===== src/design/assert_macros.svh =====
// Assertion macros shared by the framed intensity command receiver RTL.
// No dependencies; included by files that carry concurrent assertions.
`ifndef ASSERT_MACROS_SVH
`define ASSERT_MACROS_SVH
`ifndef SYNTHESIS
`define FIC_ASSERT(label, clk, rst_n, prop) \
	label: assert property (@(posedge clk) disable iff (!rst_n) (prop)) \
		else $error("%m: assertion failed");
`define FIC_ASSERT_NEXT(label, clk, rst_n, pre, post) \
	label: assert property (@(posedge clk) disable iff (!rst_n) (pre) |=> (post)) \
		else $error("%m: assertion failed");
`else
`define FIC_ASSERT(label, clk, rst_n, prop)
`define FIC_ASSERT_NEXT(label, clk, rst_n, pre, post)
`endif
`endif


===== src/design/fic_pkg.sv =====
// Package for the framed intensity command receiver: constants and types.
// No dependencies; used by fic_if, fic_decode, fic_parser and the top level.
`default_nettype none
package fic_pkg;
	localparam int MARK_REPEAT_DEF  = 3;
	localparam int KEPT_PAYLOAD_DEF = 4;
	localparam int MAX_DIGITS       = 3;
	localparam int INTENSITY_W      = 10;

	localparam logic [7:0] OPEN_MARK     = 8'h3C;
	localparam logic [7:0] CLOSE_MARK    = 8'h3E;
	localparam logic [7:0] CMD_INTENSITY = 8'h69;
	localparam logic [7:0] DIGIT_ZERO    = 8'h30;
	localparam logic [7:0] DIGIT_NINE    = 8'h39;

	typedef struct packed {
		logic [INTENSITY_W-1:0] intensity;
		logic                   frame_accepted;
		logic                   intensity_updated;
	} fic_result_t;

	typedef struct packed {
		logic                   is_cmd;
		logic [INTENSITY_W-1:0] value;
	} fic_cmd_t;
endpackage
`default_nettype wire


===== src/design/fic_decode.sv =====
// Decimal command decoder: checks for the intensity command and folds up to
// three following digits into a value. Depends on fic_pkg.
`default_nettype none
module fic_decode
	import fic_pkg::*;
#(
	parameter int KEPT_PAYLOAD = KEPT_PAYLOAD_DEF,
	localparam int LEN_W = $clog2(KEPT_PAYLOAD + 1)
) (
	input  wire logic [KEPT_PAYLOAD-1:0][7:0] store,
	input  wire logic [LEN_W-1:0]             len,
	output fic_cmd_t                          cmd
);
	logic [MAX_DIGITS:0][7:0] pad;

	// Positions beyond the kept payload read as non-digits.
	for (genvar p = 0; p <= MAX_DIGITS; p++) begin : g_pad
		if (p < KEPT_PAYLOAD) begin : g_in
			assign pad[p] = store[p];
		end else begin : g_out
			assign pad[p] = '0;
		end
	end

	always_comb begin
		logic                   go;
		logic [INTENSITY_W+3:0] acc;
		logic [3:0]             digit;
		go = 1'b1;
		acc = '0;
		digit = '0;
		for (int p = 1; p <= MAX_DIGITS; p++) begin
			if (p >= KEPT_PAYLOAD || int'(len) <= p
					|| pad[p] < DIGIT_ZERO || pad[p] > DIGIT_NINE) begin
				go = 1'b0;
			end
			if (go) begin
				digit = 4'(pad[p] - DIGIT_ZERO);
				acc = (INTENSITY_W+4)'(acc[INTENSITY_W-1:0] * 4'd10)
					+ (INTENSITY_W+4)'(digit);
			end
		end
		cmd.is_cmd = (len != '0) && (pad[0] == CMD_INTENSITY);
		cmd.value = acc[INTENSITY_W-1:0];
	end
endmodule
`default_nettype wire


===== src/design/fic_parser.sv =====
// Frame parser: mark counting, payload store and held intensity.
// Depends on fic_pkg and fic_decode.
`default_nettype none
module fic_parser
	import fic_pkg::*;
#(
	parameter int MARK_REPEAT  = MARK_REPEAT_DEF,
	parameter int KEPT_PAYLOAD = KEPT_PAYLOAD_DEF
) (
	input  wire logic        clk,
	input  wire logic        arst_n,
	input  wire logic        step,
	input  wire logic [7:0]  rx_byte,
	output fic_result_t      result
);
	localparam int LEN_W = $clog2(KEPT_PAYLOAD + 1);
	localparam int IDX_W = $clog2(KEPT_PAYLOAD);
	localparam logic [2:0] MARKS = 3'(MARK_REPEAT);

	localparam logic [1:0] PH_SEEK    = 2'd0;
	localparam logic [1:0] PH_PAYLOAD = 2'd1;
	localparam logic [1:0] PH_END     = 2'd2;

	logic [1:0]                   phase_q, phase_d;
	logic [1:0]                   smc_q, smc_d;
	logic [1:0]                   emc_q, emc_d;
	logic [LEN_W-1:0]             len_q, len_d;
	logic [INTENSITY_W-1:0]       held_q, held_d;
	logic [KEPT_PAYLOAD-1:0][7:0] store_q;
	logic                         wr_en;
	logic                         accepted;
	fic_cmd_t                     cmd;

	fic_decode #(.KEPT_PAYLOAD(KEPT_PAYLOAD)) u_decode (
		.store (store_q),
		.len   (len_q),
		.cmd   (cmd)
	);

	always_comb begin
		phase_d = phase_q;
		smc_d = smc_q;
		emc_d = emc_q;
		len_d = len_q;
		wr_en = 1'b0;
		accepted = 1'b0;
		case (phase_q)
			PH_PAYLOAD: begin
				if (rx_byte == CLOSE_MARK) begin
					if (MARKS <= 3'd1) begin
						accepted = 1'b1;
					end else begin
						phase_d = PH_END;
						emc_d = 2'd1;
					end
				end else if (int'(len_q) < KEPT_PAYLOAD) begin
					wr_en = 1'b1;
					len_d = len_q + LEN_W'(1);
				end
			end
			PH_END: begin
				if (rx_byte == CLOSE_MARK) begin
					if ({1'b0, emc_q} + 3'd1 >= MARKS) begin
						accepted = 1'b1;
					end else begin
						emc_d = emc_q + 2'd1;
					end
				end else begin
					phase_d = PH_SEEK;
					smc_d = '0;
					emc_d = '0;
					len_d = '0;
				end
			end
			default: begin
				phase_d = PH_SEEK;
				if (rx_byte == OPEN_MARK) begin
					if ({1'b0, smc_q} + 3'd1 >= MARKS) begin
						phase_d = PH_PAYLOAD;
						smc_d = '0;
						emc_d = '0;
						len_d = '0;
					end else begin
						smc_d = smc_q + 2'd1;
					end
				end else begin
					smc_d = '0;
				end
			end
		endcase
		// Frame done: restart seeking.
		if (accepted) begin
			phase_d = PH_SEEK;
			smc_d = '0;
			emc_d = '0;
			len_d = '0;
		end
		held_d = (accepted && cmd.is_cmd) ? cmd.value : held_q;
		result.intensity = held_d;
		result.frame_accepted = accepted;
		result.intensity_updated = accepted && cmd.is_cmd;
	end

	always_ff @(posedge clk or negedge arst_n) begin
		if (!arst_n) begin
			phase_q <= PH_SEEK;
			smc_q <= '0;
			emc_q <= '0;
			len_q <= '0;
			held_q <= '0;
		end else if (step) begin
			phase_q <= phase_d;
			smc_q <= smc_d;
			emc_q <= emc_d;
			len_q <= len_d;
			held_q <= held_d;
		end
	end

	always_ff @(posedge clk) begin
		if (step && wr_en) begin
			store_q[len_q[IDX_W-1:0]] <= rx_byte;
		end
	end
endmodule
`default_nettype wire


===== config.mk =====
export PLATFORM = sky130hd
export DESIGN_NAME = fic_parser
export DESIGN_NICKNAME = d
export VERILOG_FILES = /design/src/design/assert_macros.svh /design/src/design/fic_pkg.sv /design/src/design/fic_decode.sv /design/src/design/fic_parser.sv
export SDC_FILE = /design/constraint.sdc
export NUM_CORES = 1
export LEC_CHECK = 0
export BUFFER_PORTS_ARGS = -buffer_cell sky130_fd_sc_hd__buf_2
export CELL_PAD_IN_SITES_DETAIL_PLACEMENT = 0
export CELL_PAD_IN_SITES_GLOBAL_PLACEMENT = 1
export CORE_ASPECT_RATIO = 1.5
export CORE_MARGIN = 2
export CORE_UTILIZATION = 30
export DETAILED_ROUTE_END_ITERATION = 10
export PLACE_DENSITY_LB_ADDON = 0.1
export SLEW_MARGIN = 20
export SYNTH_ARGS = -nofsm -noshare
export SYNTH_HDL_FRONTEND = slang
export SYNTH_HIERARCHICAL = 1
export SYNTH_SLANG_ARGS = --single-unit

===== constraint.sdc =====
create_clock -name clk -period 9.15 [get_ports clk]
set_input_delay 2.745 -clock clk [delete_from_list [all_inputs] [get_ports clk]]
set_output_delay 2.745 -clock clk [all_outputs]
set_load 0.1 [all_outputs]

## Yosys cells after proc, flatten, opt, wreduce, memory -nomap -nowiden

Index checks and enable logic that the tools add are counted.

| operators by class | value |
|---|---|
| $add $sub $neg | 10 |
| multiply operators | 2 |
| divide/modulo/power cells | 0 |
| $lt $le $gt $ge | 14 |
| eq/ne operators | 11 |
| shift-type cells | 0 |
| mux-type cells | 40 |
| bitwise logic cells | 0 |
| reductions and logical operators | 17 |

Operator list:

| cell | number |
|---|---|
| 32-bit bitwise mux | 1 |
| 10-bit two-way mux | 3 |
| 8-bit by 6-bit greater-than comparator with 1-bit output (second input constant) | 3 |
| 8-bit by 6-bit less-than comparator with 1-bit output (second input constant) | 3 |
| 2-bit two-way mux | 12 |
| 10-bit by 4-bit adder with 10-bit output | 2 |
| 3-bit two-way mux | 6 |
| 8-bit demux with 2-bit select | 1 |
| 8-bit by 6-bit == test with 1-bit output (second input constant) | 2 |
| 3-bit inequality test (second input constant) | 4 |
| 2-bit one-hot mux with 2 select lines | 3 |
| 4-bit by 1-bit subtractor with 4-bit output (second input constant) | 3 |
| 1-bit two-way mux | 11 |
| 10-bit by 3-bit multiplier with 9-bit output (second input constant) | 1 |
| 8-bit by 7-bit == test with 1-bit output (second input constant) | 1 |
| 8-bit two-way mux | 1 |
| 4-bit nonzero test | 2 |
| 4-bit by 3-bit multiplier with 7-bit output (second input constant) | 1 |
| 2-bit by 1-bit adder with 3-bit output (second input constant) | 2 |
| 3-bit by 2-bit greater-or-equal comparator with 1-bit output (second input constant) | 2 |
| 3-bit by 2-bit <= comparator with 1-bit output (second input constant) | 2 |
| 1-bit logical OR | 6 |
| 3-bit one-hot mux with 2 select lines | 1 |
| 3-bit AND reduction | 2 |
| other kinds (15) | 19 |

| storage, ports and cells | value |
|---|---|
| flip-flop bits (word level) | 51 |
| bits in latches | 0 |
| RAM bits | 0 |
| bits in read-only memories | 0 |
| input port bits | 11 |
| logic and storage cells | 103 |
| memories kept | 0 |

## Longest topological paths before layout

Gate-level depths: netlist of run 1.

| depth | value |
|---|---|
| depth after elaboration | 11 |
| depth in mapped cells | 22 |
| depth with buffers taken out | 22 |

## Modules after synthesis

Netlist of run 1, hierarchy kept.

By module, submodules not included:

| module | instances | cells an instance | area each (um2) | seq. area each (um2) |
|---|---|---|---|---|
| fic_parser | 1 | 144 | 2190.9 | 1436.4 |
| fic_decode | 1 | 141 | 1104.8 | 0.0 |

## Worst setup path before layout of run 1

OpenSTA, ideal clock, no wires.

| path | value |
|---|---|
| path kind | flip-flop to output port |
| start | register len_q[2] |
| end | output result[11] (netlist name) |
| arrival time | 4701 ps |
| data required time | 6405 ps |
| setup slack | 1704 ps |
| stages on the path, launching flop included | 22 |
| path through | dfrtp_1 > o211ai_2 > nor3_4 > and3_1 > ha_1 > ha_1 > inv_1 > fa_1 > nor2b_1 > nor2b_1 > xnor3_1 > and2_1 > ha_1 > ha_1 > nor2_1 > a21oi_1 > xor2_1 > nand3_1 > xor3_1 > xor2_1 > nor3_2 > mux2_2 |

RTL lines:

| what | RTL line | text |
|---|---|---|
| start, declared | fic_parser.sv:27 | `logic [LEN_W-1:0] len_q, len_d;` |
| start signal, assigned | fic_parser.sv:115 | `len_q <= len_d;` |
| end, declared | fic_parser.sv:14 | `output fic_result_t result` |

==> results by group, run 1 <==
Critical path
  • CP endpoint kind: output pin
  • Kind of critical path: reg -> out
  • Crit path DAT: 5.54 ns
  • Required time of the critical path: 6.41 ns
  • R2R Setup Slk: 4.20 ns
  • Worst Path Max Fanout: 7
  • Worst Setup Start Kind: flop

Floorplan
  • Core footprint: 10600 um^2
  • Die area: 11900 um^2
  • Row count: 46
  • Initial core utilization: 31.0%
  • Die height: 132 um
  • Die Wd: 89.6 um
  • IO Count: 23

Routing
  • Routed WL: 7510 um
  • Drt wl/cell: 16.5 um
  • Drt via density: 4.78
  • Routed Antenna Nets: 0
  • Remaining DRCs: 0
  • Count of TritonRoute iterations in the first routing pass: 4
  • Starting DRT DRC Count: 80
  • Vias: 2178

Clock network
  • Maximum clock path buffer count: 2
  • CTS tree: done
  • Sink Count: 51
  • CTS Root Cell: clkbuf_16
  • Maximum level of the CTS H-tree: 2
  • Worst skew pair latency: 0.30 ns
  • Quantity of hold-fixing buffers added after cts: 0
  • CTS Buf Count: 5
  • Post_cts resized: 0
  • Post-CTS setup buffer count: 0
  • Reg clk slew, reported paths: 0.08 ns

Power
  • Pint: 353 uW
  • Clk network pwr share: 43.7%
  • Logic gate share of total power: 2.5%
  • Sw Share: 22.6%
  • Reg power frac: 53.8%
  • Power per cell area: 123 nW/um^2
  • NetSw: 103 uW
  • Worst VDD drop: 84.7 uV
  • Static leakage: 0.00163 uW

Synth
  • Synthesized area: 3300 um^2
  • Cells after Synth: 285
  • Mapped Nets: 331
  • Top_reg_cell synth: edfxtp_1
  • Syn avg cell area: 11.6 um^2
  • Yosys reg bits: 51
  • Synth cell types: 56
  • Post-synth top area share: 29.2%
  • EDFF count, synth: 32
  • Synth area leader: edfxtp_1
  • Sequential-to-total area share from yosys stat: 43.6%
  • Synth warn: 6
  • Synth top area cells: edfxtp_1, dfrtp_1, ha_1
  • Ys async rst share: 37.3%

Layout
  • Area growth syn-to-layout: 12.9%
  • Fill cells: 1103
  • Util after Layout: 35.0%
  • Final-stage net count: 357
  • Share of cells above drive strength 1: 23.1%
  • Commonest non-fill, non-tap cells in the layout: edfxtp_1, ha_1, mux2_2, buf_2
  • N_diodes: 0
  • Commonest non-fill, non-tap cell in the layout: edfxtp_1

Run status
  • Result of the run: complete, no violations

STA
  • Final setup fails: 0
  • Final max-slew violation count: 0
  • Max_slew headroom: 60.5%
  • Setup slack after layout: 0.868 ns
  • Final hold vios: 0
  • Slew @ Worst Pin: 0.592 ns
  • Fin crit period: 8.28 ns
  • Clock Skews: 0.00894 ns
  • Max frequency: 0.121 GHz
  • RSZ-0062 raised after global routing: false
  • Total negative slack: 0 ns
  • Tcrit/Tclk final: 90.5%

Global route
  • Initial antenna violation count: 0
  • Vias in the first global route: 2305
  • Pin count of the biggest net entering global routing: 20
  • Overflow after GRT: 0
  • Total global-route track usage: 14.0%
  • First-pass GRT wire length: 12400 um

Flow run
  • Max Cap Viol: 0

Place
  • Pre-CTS setup slack: 1.16 ns
  • Routability Congestion: 0.769
  • DPL Wire Length: 5910 um
  • IO buf count: 22

Worst hold path
  • Worst Hold Class: reg -> reg
[power groups by stage]
stage / Combinational, uW / Clock [uW] / Sequential [uW]
6_report: 11.4 / 199 / 246
5_1_grt: 13.2 / 213 / 246
2_1_floorplan: 2.95 / 0 / 251
3_3_place_gp: 12.2 / 0 / 251
3_5_place_dp: 12.0 / 0 / 251
4_1_cts: 12.0 / 204 / 246
[cell type report]
class | instances | area [um^2] | area share (%)
multi-input cells | 212 | 1770 | 47.6
flip-flops and latches | 51 | 1440 | 38.6
well taps | 144 | 180 | 4.84
clock buffers | 5 | 125 | 3.36
repair buffers | 22 | 110 | 2.96
inverters | 19 | 71.3 | 1.92
clock inverters | 3 | 27.5 | 0.739
[flip-flops by register name, indices dropped and copies added, names as in the netlist]
signal / count
smc_q: 2
emc_q: 2
phase_q: 2
store_q: 32
len_q: 3
held_q: 10
[synth_stat cells (2+ instances only)]
master     n
nor3_1     3
mux2_2    26
nor3b_1    3
nor4bb_1   2
nand2_2    2
or4_1      2
a21oi_1   13
nand3b_1   2
a211oi_1   2
o211ai_1   2
o21ai_0    9
nor2_1    18
nand3_1    6
ha_1      31
xor2_1     7
edfxtp_1  32
nand2_1   16
and2_1     8
and3_2     2
xnor2_1    6
a21o_1     5
dfrtp_1   19
fa_1       4
a41oi_1    2
inv_1     19
a31oi_1    4
mux2i_1    3
and3_1     4
o41ai_1    2
nor2b_1    4
nand2b_1   2
[cells by family after synthesis]
family | count (synthesis) | synth area share, %
AOI/OAI and AO/OA | 48 | 9.68
and+or+nand+nor | 85 | 15.2
buffers and inverters | 22 | 2.66
muxes | 29 | 9.80
xor gates and xnor gates | 15 | 4.86
DFF | 51 | 43.6
adders and majority gates | 35 | 14.2
[path summary, 6_finish.rpt]
check                        endpoint  depth (start not counted)  startpoint
min in group asynchronous  phase_q[0]                          1      arst_n
setup reg to reg            held_q[9]                         21    len_q[2]
hold reg to reg              smc_q[0]                          1    smc_q[0]
setup / recovery           result[11]                         22    len_q[2]
max in group asynchronous   held_q[4]                          1      arst_n
hold / removal               smc_q[0]                          1    smc_q[0]
[worst max-delay path, cell delays in order (launching register included)]
cell      delay, ns
dfrtp_1        0.49
o211ai_2       0.15
nor3_4         0.23
and3_1         0.26
ha_1           0.26
ha_1           0.20
inv_1          0.07
fa_1           0.46
nor2b_1        0.22
nor2b_1        0.17
xnor3_1        0.24
and2_1         0.19
ha_1           0.29
ha_1           0.34
nor2_1         0.06
a21oi_1        0.14
xor2_1         0.24
nand3_1        0.12
xor3_1         0.21
xor2_1         0.18
nor3_2         0.14
mux2_2         0.18
buf_2          0.42
[layer usage]
| layer | part of all wire (%) | track usage, % |
|---|---|---|
| met1 | 40 | 15.9 |
| met2 | 56 | 25.5 |
| met3 | 1.7 | 1.88 |
| met4 | 2.0 | 5.31 |
| met5 | 0 | 0 |
[through the flow]
stage / cells / total power (uW) / hold slack [ns] / cell area (um^2)
3_5_place_dp: 448 / 263 / 0.465 / 3570
4_1_cts: 456 / 462 / 0.477 / 3720
6_report: 456 / 456 / 0.473 / 3720
3_3_place_gp: 448 / 263 / 0.472 / 3570
5_1_grt: 456 / 472 / 0.498 / 3720
2_1_floorplan: 285 / 254 / 0.442 / 3300
(Power assumes the default switching activity.)
==> run 2, diff against run 1 <==
--- a/config.mk
+++ b/config.mk
@@ -6,13 +6,10 @@
 export NUM_CORES = 1
 export LEC_CHECK = 0
 export BUFFER_PORTS_ARGS = -buffer_cell sky130_fd_sc_hd__buf_2
-export CELL_PAD_IN_SITES_DETAIL_PLACEMENT = 0
-export CELL_PAD_IN_SITES_GLOBAL_PLACEMENT = 1
 export CORE_ASPECT_RATIO = 1.5
-export CORE_MARGIN = 2
+export CORE_MARGIN = 4
 export CORE_UTILIZATION = 30
 export DETAILED_ROUTE_END_ITERATION = 10
-export PLACE_DENSITY_LB_ADDON = 0.1
 export SLEW_MARGIN = 20
 export SYNTH_ARGS = -nofsm -noshare
 export SYNTH_HDL_FRONTEND = slang
==> results by group, run 2 (synthesis results as in run 1) <==
STA
  • Total negative slack: 0 ns (unchanged)
  • Clock Skews: 0.00390 ns (-0.00505 ns)
  • Fin crit period: 8.26 ns (-0.0245 ns)
  • Max frequency: 0.121 GHz (+0.30%)
  • Max_slew headroom: 64.5% (+4.0 points)
  • Final setup fails: 0 (unchanged)
  • Setup slack after layout: 0.893 ns (+0.0245 ns)
  • Final max-slew violation count: 0 (unchanged)
  • Final hold vios: 0 (unchanged)
  • Tcrit/Tclk final: 90.2% (-0.27 points)
  • Slew @ Worst Pin: 0.532 ns (-0.0599 ns)
  • RSZ-0062 raised after global routing: false

Global route
  • Met3 GRT Util: 2.10% (+0.23 points)
  • First-pass GRT wire length: 11300 um (-9.4%)
  • Initial antenna violation count: 0 (unchanged)
  • Vias in the first global route: 2418 (+4.9%)
  • Total global-route track usage: 11.3% (-2.7 points)
  • GRT met1 Usage: 11.6% (-4.3 points)
  • Met2 Resource Use GR: 22.5% (-3.0 points)
  • Pin count of the biggest net entering global routing: 20 (unchanged)
  • Overflow after GRT: 0 (unchanged)
  • Top Usage Layer GRT: met2

Floorplan
  • Die height: 136 um (+3.0%)
  • Row count: 46 (unchanged)
  • IO Count: 23 (unchanged)
  • Core footprint: 10600 um^2 (unchanged)
  • Die Wd: 93.6 um (+4.5%)
  • Initial core utilization: 31.0% (unchanged)
  • Die area: 12800 um^2 (+7.6%)

Critical path
  • CP endpoint kind: output pin
  • CP Cell Sequence: o211ai_2, nor3_4, and3_1, ha_1, ha_1, inv_1, fa_1, nor2b_1, nor2b_1, xnor3_1, and2_1, ha_1, ha_1, nor2_1, a21oi_1, xor2_1, nand3_1, xor3_1, xor2_1, nor3_2, mux2_2, buf_2
  • Required time of the critical path: 6.41 ns (about the same)
  • Slowest Stage Delay on Critical Path: 0.47 ns (-0.02 ns)
  • Crit path DAT: 5.51 ns (-0.03 ns)
  • Most frequent CP cell: ha_1
  • Crit path buf inv count: 2 (unchanged)
  • Kind of critical path: reg -> out
  • Crit path max-delay cell type: dfrtp_1
  • Worst Path Max Fanout: 7 (unchanged)
  • Family with the most delay on the worst path: adder cells
  • Worst Setup Start Kind: flop

Layout
  • Util after Layout: 35.1% (+0.15 points)
  • Area growth syn-to-layout: 13.4%
  • N_diodes: 0 (unchanged)
  • Layout Cells excl Fill: 456 (unchanged)
  • Final-stage net count: 357 (unchanged)
  • Share of cells above drive strength 1: 23.1% (unchanged)
  • Commonest non-fill, non-tap cell in the layout: edfxtp_1
  • Fill cells: 1047 (-5.1%)
  • Max FFs per register: 32 (unchanged)
  • Commonest non-fill, non-tap cells in the layout: edfxtp_1, ha_1, mux2_2, buf_2

Power
  • Pint: 378 uW (+6.9%)
  • NetSw: 88.2 uW (-14%)
  • Sw Share: 18.9% (-3.6 points)
  • Worst VDD drop: 94.9 uV (+12%)
  • Clk network pwr share: 44.9% (+1.2 points)
  • Static leakage: 0.00164 uW (+0.70%)
  • Reg power frac: 52.8% (-1.0 points)
  • Power per cell area: 125 nW/um^2 (+1.7%)
  • Final Total Pwr: 466 uW (+2.1%)
  • Logic gate share of total power: 2.4% (about the same)

Clock network
  • Quantity of hold-fixing buffers added after cts: 0 (unchanged)
  • Reg clk slew, reported paths: 0.07 ns (about the same)
  • Sink Count: 51 (unchanged)
  • Maximum level of the CTS H-tree: 2 (unchanged)
  • Post-CTS setup buffer count: 0 (unchanged)
  • Worst skew pair latency: 0.29 ns (about the same)
  • CTS Buf Count: 5 (unchanged)
  • Maximum clock path buffer count: 2 (unchanged)
  • CTS Root Cell: clkbuf_16
  • CTS tree: done
  • Post_cts resized: 0 (unchanged)

Flow run
  • Max Cap Viol: 0 (unchanged)

Worst hold path
  • Worst Hold Class: reg -> reg

Routing
  • Drt via density: 4.91 (+2.9%)
  • Starting DRT DRC Count: 137 (+71%)
  • Routed WL: 6560 um (-13%)
  • Remaining DRCs: 0 (unchanged)
  • Vias: 2241 (+2.9%)
  • Drt wl/cell: 14.4 um (-13%)
  • Routed Antenna Nets: 0 (unchanged)
  • Count of TritonRoute iterations in the first routing pass: 4 (unchanged)

Place
  • Pre-CTS setup slack: 1.22 ns (+0.0568 ns)
  • IO buf count: 22 (unchanged)
  • Placed Instances: 448 (unchanged)
  • Routability Congestion: 0.850 (+10%)
  • DPL Wire Length: 5220 um (-12%)

Run status
  • Result of the run: complete, no violations
## run 2: cell count changes in the layout (fill, tap and decap cells not counted)
cell	delta
bufinv_16	+1
clkinv_2	+1
clkinv_4	+1
clkinvlp_4	-1
inv_6	-1
inv_8	-1
## run 2: worst paths after layout
kind,start,endpoint,slack [ns],depth (start not counted)
worst max-delay path,len_q[2],result[11],0.89,22
worst min register to register,smc_q[0],smc_q[0],0.48,1
worst max register to register,len_q[2],held_q[9],4.20,21
min in group asynchronous,arst_n,emc_q[1],2.39,1
max in group asynchronous,arst_n,held_q[2],6.45,1
worst min-delay path,smc_q[0],smc_q[0],0.48,1
## run 2: metrics by stage
stage / cell area, um^2 / hold slack, ns
4_1_cts: 3740 / 0.480
3_5_place_dp: 3570 / 0.471
2_1_floorplan: 3300 / 0.442
6_report: 3740 / 0.475
3_3_place_gp: 3570 / 0.466
5_1_grt: 3740 / 0.523
## run 2: per-layer routing
metal,part of all wire [%],wire [um],vias up
li1,-,-,1096
met1,39,2540,1102
met2,57,3750,35
met3,2.7,176,8
met4,1.5,98,0
met5,0,0,-
## run 2: cell type report
| cell class | count | area, um^2 | share of cell area, % |
|---|---|---|---|
| Tap cell | 144 | 180 | 4.82 |
| Sequential cell | 51 | 1440 | 38.4 |
| Clock inverter | 3 | 43.8 | 1.17 |
| Clock buffer | 5 | 125 | 3.35 |
| Inverter | 19 | 71.3 | 1.91 |
| Multi-Input combinational cell | 212 | 1770 | 47.4 |
| Timing Repair Buffer | 22 | 110 | 2.95 |
## run 2: power groups by stage
stage	clock, uW	sequential [uW]	combinational (uW)
2_1_floorplan	0	251	2.95
3_5_place_dp	0	251	11.4
6_report	209	246	11.0
3_3_place_gp	0	251	11.2
5_1_grt	227	246	12.7
4_1_cts	216	246	11.4
